**src/hdl/pwhd_pkg.sv**
```systemverilog
// Shared types, constants and helper functions for the peer wire
// handshake checker and message deframer. No dependencies.
package pwhd_pkg;

    // Bitfield store geometry
    localparam int BITFIELD_BYTES = 1024;
    localparam int ADDR_W         = $clog2(BITFIELD_BYTES);
    localparam int WCNT_W         = ADDR_W + 1;

    // Handshake layout
    localparam logic [6:0] HS_LAST       = 7'd67;
    localparam logic [6:0] HS_PROTO_LAST = 7'd19;
    localparam logic [6:0] HS_HASH_FIRST = 7'd28;
    localparam logic [6:0] HS_HASH_LAST  = 7'd47;
    localparam logic [7:0] HS_PSTRLEN    = 8'd19;
    localparam logic [151:0] PROTO_STR   = "BitTorrent protocol";

    // Message ids with special handling
    localparam logic [7:0] ID_UNCHOKE  = 8'd1;
    localparam logic [7:0] ID_BITFIELD = 8'd5;

    // Configuration register indexes
    localparam logic [1:0] CFG_HASH_0_7   = 2'd0;
    localparam logic [1:0] CFG_HASH_8_15  = 2'd1;
    localparam logic [1:0] CFG_HASH_16_19 = 2'd2;

    // Input opcodes
    localparam logic [1:0] OP_BYTE = 2'd0;
    localparam logic [1:0] OP_READ = 2'd1;
    localparam logic [1:0] OP_DISC = 2'd2;

    typedef enum logic [2:0] {
        EV_HS_OK     = 3'd0,
        EV_HS_FAIL   = 3'd1,
        EV_KEEPALIVE = 3'd2,
        EV_BF_DONE   = 3'd3,
        EV_UNCHOKE   = 3'd4,
        EV_OTHER     = 3'd5,
        EV_READ      = 3'd6,
        EV_DEAD      = 3'd7
    } event_t;

    typedef enum logic [2:0] {
        PH_HANDSHAKE = 3'b001,
        PH_EST       = 3'b010,
        PH_DEAD      = 3'b100
    } phase_t;

    typedef enum logic [1:0] {
        CMD_BYTE = 2'd0,
        CMD_READ = 2'd1,
        CMD_DISC = 2'd2
    } cmd_kind_t;

    // Classified item passed from front to back
    typedef struct packed {
        cmd_kind_t  kind;
        logic [7:0] data;
        logic [9:0] index;
    } cmd_t;

    // Push request and queue status passed from the front to the queue
    typedef struct packed {
        logic push;
        logic full;
    } q_ctl_t;

    // Byte k (0..18) of the protocol string
    function automatic logic [7:0] proto_byte(input logic [4:0] k);
        logic [7:0] sel;
        sel = PROTO_STR[8 * (18 - int'(k)) +: 8];
        return sel;
    endfunction

    // Byte k (0..19) of the expected content hash, byte 0 most significant
    function automatic logic [7:0] hash_byte(input logic [159:0] hash,
                                             input logic [4:0] k);
        logic [7:0] sel;
        sel = hash[8 * (19 - int'(k)) +: 8];
        return sel;
    endfunction

endpackage

```
**src/hdl/pwhd_queue.sv**
```systemverilog
// Two-entry command queue between front and back.
// Depends on pwhd_pkg.
module pwhd_queue (
    input  logic             clk,
    input  logic             rst_n,
    input  pwhd_pkg::q_ctl_t q_ctl,
    input  pwhd_pkg::cmd_t   push_cmd,
    input  logic             pop,
    output logic             full,
    output logic             head_valid,
    output pwhd_pkg::cmd_t   head
);
    import pwhd_pkg::*;

    cmd_t       slot_reg [2];
    logic       wr_ptr_reg, wr_ptr_next;
    logic       rd_ptr_reg, rd_ptr_next;
    logic [1:0] cnt_reg, cnt_next;
    logic       do_push, do_pop;

    assign full       = (cnt_reg == 2'd2);
    assign head_valid = (cnt_reg != 2'd0);
    assign head       = slot_reg[rd_ptr_reg];
    assign do_push    = q_ctl.push && !q_ctl.full;
    assign do_pop     = pop && head_valid;

    // Advance pointers and count
    always_comb
    begin
        wr_ptr_next = do_push ? !wr_ptr_reg : wr_ptr_reg;
        rd_ptr_next = do_pop ? !rd_ptr_reg : rd_ptr_reg;
        cnt_next    = cnt_reg;
        if (do_push && !do_pop)
            cnt_next = cnt_reg + 2'd1;
        else if (!do_push && do_pop)
            cnt_next = cnt_reg - 2'd1;
    end

    always_ff @(posedge clk or negedge rst_n)
    begin
        if (!rst_n)
        begin
            wr_ptr_reg <= 1'b0;
            rd_ptr_reg <= 1'b0;
            cnt_reg    <= 2'd0;
        end
        else
        begin
            wr_ptr_reg <= wr_ptr_next;
            rd_ptr_reg <= rd_ptr_next;
            cnt_reg    <= cnt_next;
        end
    end

    // Store pushed commands
    always_ff @(posedge clk)
    begin
        if (do_push)
            slot_reg[wr_ptr_reg] <= push_cmd;
    end
endmodule

```
**config.mk**
```make
export PLATFORM = sky130hd
export DESIGN_NAME = pwhd_queue
export DESIGN_NICKNAME = d
export VERILOG_FILES = /design/src/hdl/pwhd_pkg.sv /design/src/hdl/pwhd_queue.sv
export SDC_FILE = /design/constraint.sdc
export NUM_CORES = 1
export LEC_CHECK = 0
export BUFFER_PORTS_ARGS = -buffer_cell sky130_fd_sc_hd__buf_2
export CORE_AREA = 5 5 88 90
export DETAILED_ROUTE_END_ITERATION = 6
export DIE_AREA = 0 0 93 95
export PLACE_DENSITY_LB_ADDON = 0.2
export SLEW_MARGIN = 25
export SYNTH_ARGS = -nofsm -noshare
export SYNTH_HDL_FRONTEND = slang
export SYNTH_SLANG_ARGS = --single-unit
```
**constraint.sdc**
```tcl
create_clock -name clk -period 1.73 [get_ports clk]
set_input_delay 0 -clock clk [delete_from_list [all_inputs] [get_ports clk]]
set_output_delay 0 -clock clk [all_outputs]
set_load 0.02 [all_outputs]
```
==> results.txt, run 1 <==
status - finished clean
Die H - 95 microns
Starting DRT DRC Count - 20
Root Driver - clkbuf_8
Psw - 982 uW
Gate Count Post-Synth - 80
Leakage - 0.000883 uW
Worst Hold Class - input pin to asynchronous set/reset pin
most common cell in the netlist - edfxtp_1
Crit path required time - 1.73 ns
setup total negative slack - 0 ns
Layout area overhead - 38.7%
Worst path max stage delay - 0.38 ns
CP Class - flop to output pin
Routed WL - 3160 microns
Post-synth EDFFs - 40
Slew HR - 80.2%
worst path bufs/invs - 2
Multi-input gate area - 333 sq um
worst path arrival time - 1.50 ns
FF+latch count, synth - 44
max-cap viol count - 0
Ys Warns - 0
critical path's top delay family - buffers and inverters
CTS tree - yes
Post-CTS Setup Inserts - 0
fraction of power spent switching nets - 32.1%
# rows - 31
TritonCTS Buffers - 5
grt ovf - 0
Initial Util - 23.7%
chip width - 93 microns
VDD IR max - 0.797 mV
crit-path cells - buf_4 > mux2_2 > buf_2
die area - 0.00884 sq mm
largest net degree at the start of global routing - 21
# fillers - 693
post-route minimum period - 1.50 ns
Clock transition at path regs - 0.08 ns
Slew Viols, Final - 0
crit-path max FO - 20
Crit. End Element - output pin
vias per cell - 3.90
Remaining DRCs - 0
Netlist cell types - 14
Skew-Pair Late Insertion Delay - 0.29 ns
ys async rst share - 9.09%
Clk pwr share - 20.1%
Clock Skew - 0.00656 ns
sequential share of power - 45.5%
Final HPWL DP - 2110 microns
Final Net Count - 182
first-pass GRT wire length - 5060 microns
max FFs per register - 40
post_cts resized - 0
I/O pin count - 47
Worst Max-Slew Pin Slew - 0.297 ns
vias in the first global route - 1081
Power Dens Cells - 1330 mW/mm^2
1st-pass router iterations - 3
Final setup viols - 0
predominant post-synthesis flop cell - edfxtp_1
post-synthesis cell area - 0.00166 sq mm
Final ANT Viol Nets - 0
worst-case clock buffer depth - 2
antenna violations before repair - 0
gp weighted congestion - 0.579
Fmax - 665 MHz
sequential cell area - 0.00130 sq mm
Syn Area/Cell - 20.7 sq um
Final Hold Viols - 0
top-area cell type share of the netlist area - 72.5%
Design Power - 3060 uW
sequential share of the synthesized area - 78.5%
core area - 0.00698 sq mm
GRT Total Usage - 7.71%
cell internal pwr - 2080 uW
share of cells above drive strength 1 - 51.0%
slowest library cell on the worst path - mux2_2
combinational cell fraction of total power - 34.4%
area leader, netlist - edfxtp_1
Startpoint Class - flop
list of most frequent post-synthesis cells - edfxtp_1 (40), mux2_2 (20), dfrtp_1 (4)
vias - 931
htree depth - 2
number of antenna diodes - 0
RSZ-0062 raised after global routing - false
post-synthesis net count - 106
number of buffers added on ports - 46
final period utilization - 86.9%
wire length per cell - 13.2 microns
largest cells by area after synthesis - edfxtp_1 (72%), mux2_2 (14%), dfrtp_1 (6.0%), xnor2_1 (1.6%), buf_6 (1.4%)
CTS sink count - 44
## placed cells by master, fill, tap and decap left out, types with 2 or more instances in the layout
master / instances
xnor2_1: 3
dfrtp_1: 4
dlygate4sd3_1: 22
clkbuf_8: 5
mux2_2: 20
edfxtp_1: 40
buf_2: 46
buf_4: 3
xor2_1: 2
## power by group through the flow
stage	Sequential, uW	Combinational, uW	Clock (uW)
floorplan	1400	756	0
global placement	1400	1030	0
detailed placement	1420	1050	0
CTS	1390	1090	659
global route	1410	1150	702
finish	1390	1050	617
## through the flow
stage | std cells | hold slack [ns] | instance area [sq um] | worst slack [ns] | util, %
after floorplan | 80 | -0.296 | 1660 | 0.0692 | -
after CTS | 239 | 0.0199 | 2300 | 0.177 | 32.9
after global routing | 239 | 0.0518 | 2300 | 0.133 | 32.9
final | 239 | 0.0340 | 2300 | 0.227 | 32.9
after global placement | 209 | -0.192 | 1990 | 0.386 | 28.5
after detailed placement | 209 | -0.190 | 1990 | 0.303 | 28.5
## metal layers
metal  part of all wire, %  vias to the layer above  global-route usage (%)
met1                    40                      448                    8.03
met4                   1.2                        0                    2.93
met3                   5.8                        4                    2.87
met5                     0                        -                       0
li1                      -                      450                       -
met2                    53                       29                    14.1
## what timing repair did
| item | CTS | global route |
|---|---|---|
| setup endpoints to repair | 0 | 0 |
| hold buffers | 22 | 0 |
| hold endpoints to repair | 45 | 0 |
## path summary, 6_finish.rpt
path	cells after the start	startpoint	to	slack, ns
worst max-delay path	3	rd_ptr_reg	head[2]	0.23
worst min-delay path	2	rst_n	wr_ptr_reg	0.03
worst max register to register	6	cnt_reg[0]	cnt_reg[1]	0.30
worst min register to register	1	rd_ptr_reg	rd_ptr_reg	0.48
max in group asynchronous	2	rst_n	cnt_reg[1]	1.58
min in group clk	3	q_ctl[1]	wr_ptr_reg	0.05
## layout make-up
cell class	count	area share, %
sequential	44	56.6
timing repair buffer	71	20.6
multi-input combinational	33	14.5
tap	82	4.46
clock buffer	5	2.99
clock inverter	3	0.762
inverter	1	0.163
## cells by family after synthesis
logic type	Yosys count	share of synthesized area [%]
flops	44	78.5
mux	20	13.6
simple gates	7	2.94
xor+xnor	5	2.64
buf+inv	3	1.58
fa+ha+maj	1	0.755
(Power assumes the default switching activity.)
==> inputs of run 2 (changes only) <==
--- a/config.mk
+++ b/config.mk
@@ -7,7 +7,7 @@
 export LEC_CHECK = 0
 export BUFFER_PORTS_ARGS = -buffer_cell sky130_fd_sc_hd__buf_2
-export CORE_AREA = 5 5 88 90
+export CORE_AREA = 2 2 85 87
 export DETAILED_ROUTE_END_ITERATION = 6
-export DIE_AREA = 0 0 93 95
+export DIE_AREA = 0 0 87 89
 export PLACE_DENSITY_LB_ADDON = 0.2
 export SLEW_MARGIN = 25
==> constraint.sdc (replaced) <==
create_clock -name clk -period 1.73 [get_ports clk]
set_input_delay 0.173 -clock clk [delete_from_list [all_inputs] [get_ports clk]]
set_output_delay 0.173 -clock clk [all_outputs]
set_load 0.02 [all_outputs]
==> run 2 against run 1 <==
Compared with the run above:
- combinational power hardly changed
- critical path depth unchanged
- clock skew down 0.0033 ns
- sequential power about the same
- wire length decreased by 3.1%
- die area decreased by 12%
- total power is 5.2% higher
- non-clock buffer count down 19
- critical endpoint unchanged
- hold slack better by 0.030 ns
- sequential share of layout area is 4.4 points higher
- global-route usage up 0.63 points
==> results.txt, run 2 (same netlist as run 1, synthesis figures left out) <==
status - finished clean
Final ANT Viol Nets - 0
sequential cell area - 0.00130 sq mm
vias per cell - 4.06
htree depth - 2
largest net degree at the start of global routing - 19
sequential share of power - 43.8%
Die H - 89 microns
GRT Total Usage - 8.34%
Final setup viols - 0
share of cells above drive strength 1 - 60.1%
Worst Max-Slew Pin Slew - 0.188 ns
antenna violations before repair - 0
chip width - 87 microns
Starting DRT DRC Count - 32
CTS sink count - 44
Remaining DRCs - 0
number of antenna diodes - 0
slowest library cell on the worst path - dfrtp_2
VDD IR max - 0.401 mV
Clock transition at path regs - 0.08 ns
final setup margin - 0.125 ns
Startpoint Class - flop
Skew-Pair Late Insertion Delay - 0.29 ns
GR met1 Demand/Resource - 9.76%
Initial Util - 24.7%
met3 Usage GRT - 3.69%
I/O pin count - 47
CTS tree - yes
Slew Viols, Final - 0
die area - 0.00774 sq mm
crit-path cells - buf_12 > mux2_2 > buf_2
RSZ-0062 raised after global routing - false
worst r2r src - cnt_reg[0]
crit path launch - rd_ptr_reg
combinational cell fraction of total power - 32.7%
vias in the first global route - 949
worst-case clock buffer depth - 2
final period utilization - 92.8%
Power Dens Cells - 1510 mW/mm^2
critical path's top delay family - flip-flops
pre-CTS setup slack - 0.302 ns
setup total negative slack - 0 ns
Multi-input gate area - 333 sq um
Crit path required time - 1.56 ns
wire length per cell - 14.0 microns
Crit. End Element - output pin
commonest cells after routing, fill and taps aside - buf_2 (46), edfxtp_1 (40), mux2_2 (20)
Fmax - 623 MHz
Worst Hold Class - input pin to flop
Routed WL - 3060 microns
Clock Skew - 0.00321 ns
number of buffers added on ports - 46
cell internal pwr - 2240 uW
Slew HR - 87.5%
Fin Hold WS - 0.0636 ns
Final Hold Viols - 0
crit-path max FO - 18
grt ovf - 0
TritonCTS Buffers - 5
Root Driver - clkbuf_8
Clk pwr share - 23.6%
first-pass GRT wire length - 4660 microns
core area - 0.00672 sq mm
gp weighted congestion - 0.731
Layout area overhead - 28.9%
fraction of power spent switching nets - 30.6%
Final HPWL DP - 2200 microns
Final Net Count - 163
CP Class - flop to output pin
1st-pass router iterations - 2
hold path start - push_cmd[0]
worst path bufs/invs - 2
# rows - 30
Leakage - 0.000819 uW
Psw - 985 uW
# fillers - 657
worst path arrival time - 1.43 ns
post-route minimum period - 1.60 ns
GRT met2 Usage - 13.3%
max-cap viol count - 0
Worst path max stage delay - 0.44 ns
commonest non-fill, non-tap cell in the layout - buf_2
vias - 885
Most Crowded Layer GR - met2
max FFs per register - 40
Post-CTS Setup Inserts - 0
## run 2: final cells by class
| cell class | count | area share, % |
|---|---|---|
| inverter | 1 | 0.176 |
| clock buffer | 6 | 3.40 |
| timing repair buffer | 52 | 13.6 |
| clock inverter | 2 | 1.64 |
| multi-input combinational | 33 | 15.6 |
| sequential | 44 | 60.9 |
| tap | 80 | 4.68 |
## run 2: power groups by stage
stage | registers, uW | logic [uW] | clock network (uW)
final | 1410 | 1050 | 759
after detailed placement | 1440 | 1070 | 0
after global routing | 1430 | 1140 | 836
after global placement | 1420 | 1060 | 0
after CTS | 1410 | 1080 | 793
after floorplan | 1400 | 756 | 0
## run 2: worst register-to-register path, stage by stage (launching register included)
cell and delay (ns):
dfrtp_1 0.43, or2_4 0.28, nand2_4 0.07, ha_1 0.25, nor2_1 0.15, xor2_1 0.17
## run 2: through the flow
stage	power [uW]	std cells	instance area [sq um]	utilization [%]
floorplan	2160	80	1660	-
CTS	3280	218	2140	31.8
global route	3400	218	2140	31.8
global placement	2480	209	2020	30.0
finish	3220	218	2140	31.8
detailed placement	2510	209	2020	30.0
## run 2: what timing repair did
| action | CTS | global route |
|---|---|---|
| setup endpoints to repair | 0 | 5 |
| hold endpoints to repair | 4 | 0 |
| hold buffers | 1 | 0 |
| resized for setup | 0 | 1 |
## run 2: path summary, 6_finish.rpt
kind / end / slack, ns / cells past startpoint
worst max register to register: cnt_reg[1] / 0.31 / 5
max in group asynchronous: rd_ptr_reg / 1.40 / 2
min in group asynchronous: cnt_reg[0] / 0.21 / 2
worst min-delay path: slot_reg[0][0] / 0.06 / 1
worst min register to register: wr_ptr_reg / 0.51 / 1
worst max-delay path: head[2] / 0.13 / 3
## run 2: per-layer routing
metal | wire, microns | vias to the layer above
li1 | - | 415
met5 | 0 | -
met4 | 44 | 0
met2 | 1500 | 33
met1 | 1300 | 433
met3 | 217 | 4
==> inputs of run 3 (changes only) <==
BUFFER_PORTS_ARGS = not set   (was -buffer_cell sky130_fd_sc_hd__buf_2)
DONT_BUFFER_PORTS = 1   (was not set)
PLACE_DENSITY = 0.47   (was not set)
PLACE_DENSITY_LB_ADDON = not set   (was 0.2)
==> run 3 against run 2 <==
Compared with the run above:
- flip-flop and latch count stayed put
- sequential share of layout area grew 1.8 points
- wire length shrank 0.23%
- largest cell class unchanged
==> results.txt, run 3 (same netlist as run 1, synthesis figures left out) <==
Post-CTS Setup Inserts - 0
Final Net Count - 137
worst path arrival time - 1.37 ns
setup total negative slack - 0 ns
Worst Max-Slew Pin Slew - 0.306 ns
WHS Path Cells - 2
largest net degree at the start of global routing - 22
first-pass GRT wire length - 4470 microns
gp weighted congestion - 0.729
wire length per cell - 15.9 microns
1st-pass router iterations - 4
vias in the first global route - 904
I/O pin count - 47
die area - 0.00774 sq mm
Root Driver - clkbuf_8
Final HPWL DP - 2030 microns
status - finished clean
GRT Total Usage - 8.16%
grt ovf - 0
Leakage - 0.000710 uW
Worst Hold Class - input pin to flop
Finished Layout Cells - 192
Routed WL - 3050 microns
vias per cell - 4.23
Fmax - 648 MHz
Startpoint Class - flop
Skew-Pair Late Insertion Delay - 0.29 ns
share of cells above drive strength 1 - 33.0%
Slew Viols, Final - 0
crit-path max FO - 21
Die H - 89 microns
pre-CTS setup slack - 0.267 ns
htree depth - 2
Power Dens Cells - 1410 mW/mm^2
antenna violations before repair - 0
CTS tree - yes
commonest cells after routing, fill and taps aside - edfxtp_1 (40), dlygate4sd3_1 (21), mux2_2 (20)
chip width - 87 microns
TritonCTS Buffers - 5
CP Class - flop to output pin
# rows - 30
number of buffers added on ports - 0
cell count after placement - 163
Clock Skew - 0.00128 ns
RSZ-0062 raised after global routing - false
number of antenna diodes - 0
vias - 813
Starting DRT DRC Count - 11
Worst R2R Path Depth - 6
max-cap viol count - 0
Crit path required time - 1.56 ns
Final Hold Viols - 0
worst-case clock buffer depth - 2
Crit. End Element - output pin
Layout area overhead - 25.1%
setup slack, reg-to-reg - 0.27 ns
final period utilization - 89.2%
CTS sink count - 44
Final setup viols - 0
post-route minimum period - 1.54 ns
Initial Util - 24.7%
Slew HR - 79.6%
max FFs per register - 40
Clock transition at path regs - 0.08 ns
core area - 0.00672 sq mm
VDD IR max - 0.341 mV
Final ANT Viol Nets - 0
final setup margin - 0.187 ns
commonest non-fill, non-tap cell in the layout - edfxtp_1
Remaining DRCs - 0
==> run 3: metrics by stage <==
step	utilization (%)	total power, uW	instance area (sq um)	hold WS, ns
2_1_floorplan	-	2160	1660	-0.123
3_3_place_gp	26.4	2260	1780	-0.122
3_5_place_dp	26.4	2290	1780	-0.122
4_1_cts	30.9	2980	2070	0.00433
5_1_grt	30.9	3080	2070	0.00967
6_report	30.9	2920	2070	0.0110
==> run 3: per-layer routing <==
metal / track usage (%) / up-vias / routed length [microns]
met2: 15.0 / 40 / 1580
met1: 7.81 / 407 / 1190
met4: 3.41 / 0 / 53
met5: 0 / - / 0
met3: 3.88 / 5 / 220
li1: - / 361 / -
==> run 3: path summary, 6_finish.rpt <==
| path | start | to |
|---|---|---|
| max reg2reg | cnt_reg[0] | cnt_reg[1] |
| min in group asynchronous | rst_n | rd_ptr_reg |
| min reg2reg | wr_ptr_reg | wr_ptr_reg |
| min | pop | rd_ptr_reg |
| max | rd_ptr_reg | head[1] |
| max in group asynchronous | rst_n | cnt_reg[1] |
==> run 3: repair_timing <==
action | in CTS | in global routing
hold buffers | 21 | 0
gates resized for setup | 0 | 0
hold endpoints to repair | 44 | 0
==> run 3: report_power, final <==
group,internal [uW],switching (uW)
clock network,281,346
registers,1320,62.7
logic,351,551
total,1960,960
==> run 3: final cells by class <==
class,instances,area (sq um)
timing repair buffer,26,248
tap,80,100
multi-input combinational,33,333
clock buffer,5,68.8
inverter,1,3.75
fill,650,4650
sequential,44,1300
clock inverter,3,18.8
==> run 3: worst max-delay path, stage by stage (launching register included) <==
cell and delay [ns]:
dfrtp_1 0.33, buf_4 0.30, mux2_2 0.45
